<file path="config.mk">
export PLATFORM = sky130hd
export DESIGN_NAME = fba_ctrl
export DESIGN_NICKNAME = d
export VERILOG_FILES = /design/src/rtl/fba_pkg.sv /design/src/rtl/fba_ctrl.sv
export SDC_FILE = /design/constraint.sdc
export NUM_CORES = 1
export LEC_CHECK = 0
export ABC_AREA = 1
export BUFFER_PORTS_ARGS = -buffer_cell sky130_fd_sc_hd__buf_2
export CORE_AREA = 5 5 42 44
export DETAILED_ROUTE_END_ITERATION = 10
export DIE_AREA = 0 0 47 49
export GPL_TIMING_DRIVEN = 0
export PLACE_DENSITY = 0.42
export SYNTH_ARGS = -nofsm -noshare
export SYNTH_HDL_FRONTEND = slang
export SYNTH_SLANG_ARGS = --single-unit
</file>
<file path="constraint.sdc">
create_clock -name i_clk -period 3 [get_ports i_clk]
set_input_delay 0.3 -clock i_clk [delete_from_list [all_inputs] [get_ports i_clk]]
set_output_delay 0.3 -clock i_clk [all_outputs]
set_load 0.05 [all_outputs]
</file>
<file path="src/rtl/fba_pkg.sv">
// shared types, constants and defaults for the frame bitmap allocator
package fba_pkg;

    // parameter defaults
    localparam int MAX_FRAMES_DEF = 4096;
    localparam int WORD_BITS_DEF  = 32;

    // fixed field widths
    localparam int CFG_W        = 13;
    localparam int FRAME_W      = 12;
    localparam int FIELD_FRAMES = 4096;

    // reset value of the frame count register
    localparam logic [CFG_W-1:0] MEM_FRAMES_RST = 13'd4096;

    // request codes
    typedef enum logic [1:0] {
        ACT_ALLOC = 2'd0,
        ACT_FREE  = 2'd1,
        ACT_MARK  = 2'd2,
        ACT_TEST  = 2'd3
    } t_action;

    // result status codes
    typedef enum logic [1:0] {
        ST_OK        = 2'd0,
        ST_HAS_FRAME = 2'd1,
        ST_NO_FREE   = 2'd2
    } t_status;

    // controller states
    typedef enum logic [2:0] {
        S_CLEAR,
        S_IDLE,
        S_REJECT,
        S_READ,
        S_MODIFY,
        S_SCAN
    } t_state;

    // controller to datapath commands
    typedef struct packed {
        logic clr_we;
        logic ld_item;
        logic scan_init;
        logic scan_run;
        logic mod_we;
        logic res_rej;
        logic res_item;
        logic res_scan;
    } t_dp_cmd;

    // datapath to controller status
    typedef struct packed {
        logic    clr_last;
        t_action in_action;
        logic    in_has_frame;
        t_action action;
        logic    scan_done;
    } t_dp_sts;

endpackage

</file>
<file path="src/rtl/fba_ctrl.sv">
// controller state machine of the frame bitmap allocator
module fba_ctrl (
    input  logic             i_clk,
    input  logic             i_rst_n,
    input  logic             start,
    output logic             busy,
    input  fba_pkg::t_dp_sts i_sts,
    output fba_pkg::t_dp_cmd o_cmd
);

    fba_pkg::t_state r_state;
    fba_pkg::t_state n_state;

    // state register, reset starts the clearing pass
    always_ff @(posedge i_clk) begin
        if (!i_rst_n) begin
            r_state <= fba_pkg::S_CLEAR;
        end else begin
            r_state <= n_state;
        end
    end

    // next state
    always_comb begin
        n_state = r_state;
        unique case (r_state)
            fba_pkg::S_CLEAR: begin
                if (i_sts.clr_last) begin
                    n_state = fba_pkg::S_IDLE;
                end
            end
            fba_pkg::S_IDLE: begin
                if (start) begin
                    priority if (i_sts.in_action == fba_pkg::ACT_ALLOC && i_sts.in_has_frame)
                    begin
                        n_state = fba_pkg::S_REJECT;
                    end else if (i_sts.in_action == fba_pkg::ACT_ALLOC) begin
                        n_state = fba_pkg::S_SCAN;
                    end else begin
                        n_state = fba_pkg::S_READ;
                    end
                end
            end
            fba_pkg::S_REJECT: n_state = fba_pkg::S_IDLE;
            fba_pkg::S_READ:   n_state = fba_pkg::S_MODIFY;
            fba_pkg::S_MODIFY: n_state = fba_pkg::S_IDLE;
            fba_pkg::S_SCAN: begin
                if (i_sts.scan_done) begin
                    n_state = fba_pkg::S_IDLE;
                end
            end
            default: n_state = fba_pkg::S_CLEAR;
        endcase
    end

    // command outputs
    always_comb begin
        o_cmd = '0;
        unique case (r_state)
            fba_pkg::S_CLEAR: begin
                o_cmd.clr_we = 1'b1;
            end
            fba_pkg::S_IDLE: begin
                o_cmd.ld_item   = start;
                o_cmd.scan_init = start;
            end
            fba_pkg::S_REJECT: begin
                o_cmd.res_rej = 1'b1;
            end
            fba_pkg::S_READ: begin
                o_cmd = '0;
            end
            fba_pkg::S_MODIFY: begin
                o_cmd.mod_we   = (i_sts.action == fba_pkg::ACT_FREE) ||
                                 (i_sts.action == fba_pkg::ACT_MARK);
                o_cmd.res_item = 1'b1;
            end
            fba_pkg::S_SCAN: begin
                o_cmd.scan_run = 1'b1;
                o_cmd.res_scan = i_sts.scan_done;
            end
            default: o_cmd = '0;
        endcase
    end

    assign busy = (r_state != fba_pkg::S_IDLE);

endmodule

</file>
Yosys cells after proc, flatten, opt, wreduce, memory -nomap -nowiden

Index checks and enable logic that the tools add are counted.

Logic and storage cells: 31
Register bits: 3
Input port bits: 10

Mux-type cells: 13
Reductions and logical operators: 6
Equality and inequality tests: 11

Operators by type and width:

| kind                                                   | number |
|---|---|
| two-way mux 3 bit                                      | 5 |
| case mux 3 bit (5 select lines)                        | 1 |
| equality test 3 x 2 -> 1 bit (second input constant)   | 2 |
| equality test 3 bit (second input constant)            | 2 |
| two-way mux 1 bit                                      | 6 |
| inequality test 2 bit (second input constant)          | 3 |
| equality test 3 x 1 -> 1 bit (second input constant)   | 1 |
| logical NOT 3 bit                                      | 1 |
| inequality test 3 x 1 -> 1 bit (second input constant) | 1 |
| AND reduction 3 bit                                    | 1 |
| equality test 2 x 1 -> 1 bit (second input constant)   | 1 |
| equality test 2 bit (second input constant)            | 1 |
| logical NOT 2 bit                                      | 1 |
| two-way mux 2 bit                                      | 1 |
| OR reduction 2 bit                                     | 1 |
| logical AND 1 bit                                      | 1 |
| logical OR 1 bit                                       | 1 |

Longest topological paths before layout

Depth after elaboration: 5
Mapped depth: 7
Depth with buffers taken out: 7

Worst setup path before layout

OpenSTA, ideal clock, no wires.

Path type: flip-flop to output port
Start point: register r_state[2]
End point: output port o_cmd[3] in the netlist's numbering
Buffers on the path: 0
Setup slack: 712 ps
Arrival time: 1,988 ps
Cell stages (with the launch flop): 3
Cell sequence: dfxtp_1 -> inv_1 -> nor4_1

RTL lines:

| element                | line           | text |
|---|---|---|
| start, declared        | fba_ctrl.sv:11 | `fba_pkg::t_state r_state;` |
| start signal, assigned | fba_ctrl.sv:17 | `r_state <= fba_pkg::S_CLEAR;` |
| start signal, assigned | fba_ctrl.sv:19 | `r_state <= n_state;` |
| end, declared          | fba_ctrl.sv:8  | `output fba_pkg::t_dp_cmd o_cmd` |

==> impl_metrics.ini <==
[cts]
cts_setup_buffers = 0
clkSlewWorstSetupHoldPaths_ps = 40
clk_latency_ps = 230
clk_path_buf_depth = 2
cts_made_buffers = 3
cts_resized = 0
hold_buffers = 0
htreeDepth = 1
cts_tree = yes
cts.sinks = 3
cts_root_buffer = clkbuf_4

[hold_path]
holdPathEnd = r_state[0]
min_path_type = in -> reg
min_path_cells = 3
worstHoldStart = i_rst_n

[floorplan]
rows = 14
core_area_sq_um = 1400
die_h_microns = 49
start_util = 0.188
ios = 19
dieWidth_microns = 47
dieArea_sq_um = 2300

[route]
antenna_left = 0
drc = 0
wl_per_cell_microns = 8.80
drtPass1Iterations = 4
drtIter0Drc = 3
routed_wl_microns = 730
routed_via_density = 3.98
vias = 330

[finish]
final_nets = 78
final_cell_mix = buf_2, nor2_1, inv_1
antennaDiodeCount = 0
layout_commonest_cell = buf_2
regMostFlops = r_state
reg.largest.list = r_state (3)
largest_reg_flops = 3
synthToLayoutAreaGrowth_pct = 51.7
finalNonFillerCells = 83
drive_above_1_share = 0.463

[global_routing]
grt_pass1_wl_microns = 1240
grt_pass1_vias = 291
grt_max_degree = 8
grt_usage = 0.0802
antenna_found_initial = 0
grt_overflow_total = 0

[pwr]
ir_drop_mv = 0.194
cellLeakagePower_nw = 0.235
cellPowerDensity_nw_per_um2 = 573

[timing]
tightestPinTransition_ps = 298
final_hold_viol_count = 0
setup_viol = 0
skew_ps = 2.62
slew_violations = 0
rsz0062_at_grt = false
setup-tns-final_ps = 0
setup_slack_ps = 1190
slew_headroom = 0.801
fmax_ghz = 0.553
finalCriticalPeriod_ps = 1810
fin_crit_sh = 0.602

[synth]
avgSynthCellArea_sq_um = 5.87
synth_nets = 55
yosys.cell_types.count = 14
synth_seq_cells = 3
ys_warn_count = 0
synth_area_sq_um = 264
ys_seq_area_frac = 0.227
syn_inst = 45

[placed_design]
numPlacedInstances = 79
portBuffers = 18
detailed_place_hpwl_microns = 575
gp_congestion = 0.785
pre_cts_slack_ps = 1440

[setup_path]
path_delay_family = buffers and inverters
path_class = reg -> out
crit_fanout = 5
cp-start-kind = flip-flop
r2r-start = r_state[1]
slowest_stage = dfxtp_1
cp.arrival_ps = 1510
worstPathCellList = inv_1 > nor2_2 > inv_2 > nor2_2 > inv_1 > nor2_1 > buf_4 > buf_2
critPathBufInv = 5
required_ps = 2700
r2r-end = r_state[0]
r2r_cells = 5
slowest_delay_ps = 400
rrSetupSlack_ps = 1930
endpoint_kind = primary output

[run]
maxCapViolCount = 0

[run_status]
outcome = complete, no violations
[worst register-to-register path, stage by stage, from the launching register on]
cell	delay, ps
dfxtp_1	480
inv_2	120
nand3_2	120
nand3_2	100
nor2_1	90
nor2_1	50
[cell type report]
cell class / instances / area [sq um]
inverter: 10 / 37.5
fill: 167 / 1000
tap: 16 / 20.0
sequential: 3 / 60.1
buffer: 1 / 7.51
timing repair buffer: 18 / 90.1
clock buffer: 4 / 26.3
multi-input combinational: 31 / 159
[routing by layer]
layer  GRT usage  share of wire
met4      0.0415         0.0082
met3      0.0664           0.13
met1      0.0943           0.42
met5           0              0
met2      0.0995           0.44
[report_power, final]
group          switching (W)  leakage [nW]  internal (W)
Sequential        0.00000835        0.0248     0.0000449
Combinational      0.0000764         0.196     0.0000288
Clock              0.0000209        0.0150     0.0000498
[synthesized netlist by cell type]
library cell / instances / share of area
nor4_1: 1 / 0.024
buf_4: 1 / 0.028
nor2_1: 11 / 0.16
xnor2_1: 1 / 0.033
a21oi_1: 1 / 0.019
nand2_2: 1 / 0.024
dfxtp_1: 3 / 0.23
nand3_2: 3 / 0.11
nor2_2: 3 / 0.071
inv_2: 2 / 0.028
nand3_1: 2 / 0.038
inv_1: 8 / 0.11
nand2_1: 6 / 0.085
nor3_1: 2 / 0.038
[through the flow]
stage / total power [W] / cell area [sq um] / hold slack [ps] / utilization
floorplan: 0.000135 / 264 / 428 / -
global placement: 0.000160 / 374 / 567 / 0.267
detailed placement: 0.000160 / 374 / 571 / 0.267
CTS: 0.000235 / 400 / 330 / 0.286
global route: 0.000253 / 400 / 342 / 0.286
finish: 0.000229 / 400 / 338 / 0.286
[how the worst max path moves through the flow]
| stage | from | end | slack [ps] | depth (start not counted) |
|---|---|---|---|---|
| after floorplan | r_state[2] | o_cmd[3] | 710 | 2 |
| after global placement | r_state[0] | o_cmd[6] | 1440 | 8 |
| after detailed placement | r_state[0] | o_cmd[6] | 1440 | 8 |
| after CTS | r_state[0] | o_cmd[6] | 1170 | 8 |
| after global routing | r_state[0] | o_cmd[6] | 1010 | 8 |
| final | r_state[0] | o_cmd[6] | 1190 | 8 |
[logic make-up after synthesis]
family,Yosys count,synth area share
buf+inv,11,0.171
xor+xnor,1,0.0332
simple gates,29,0.550
flops,3,0.227
compound gates,1,0.0189
(Power assumes the default switching activity.)
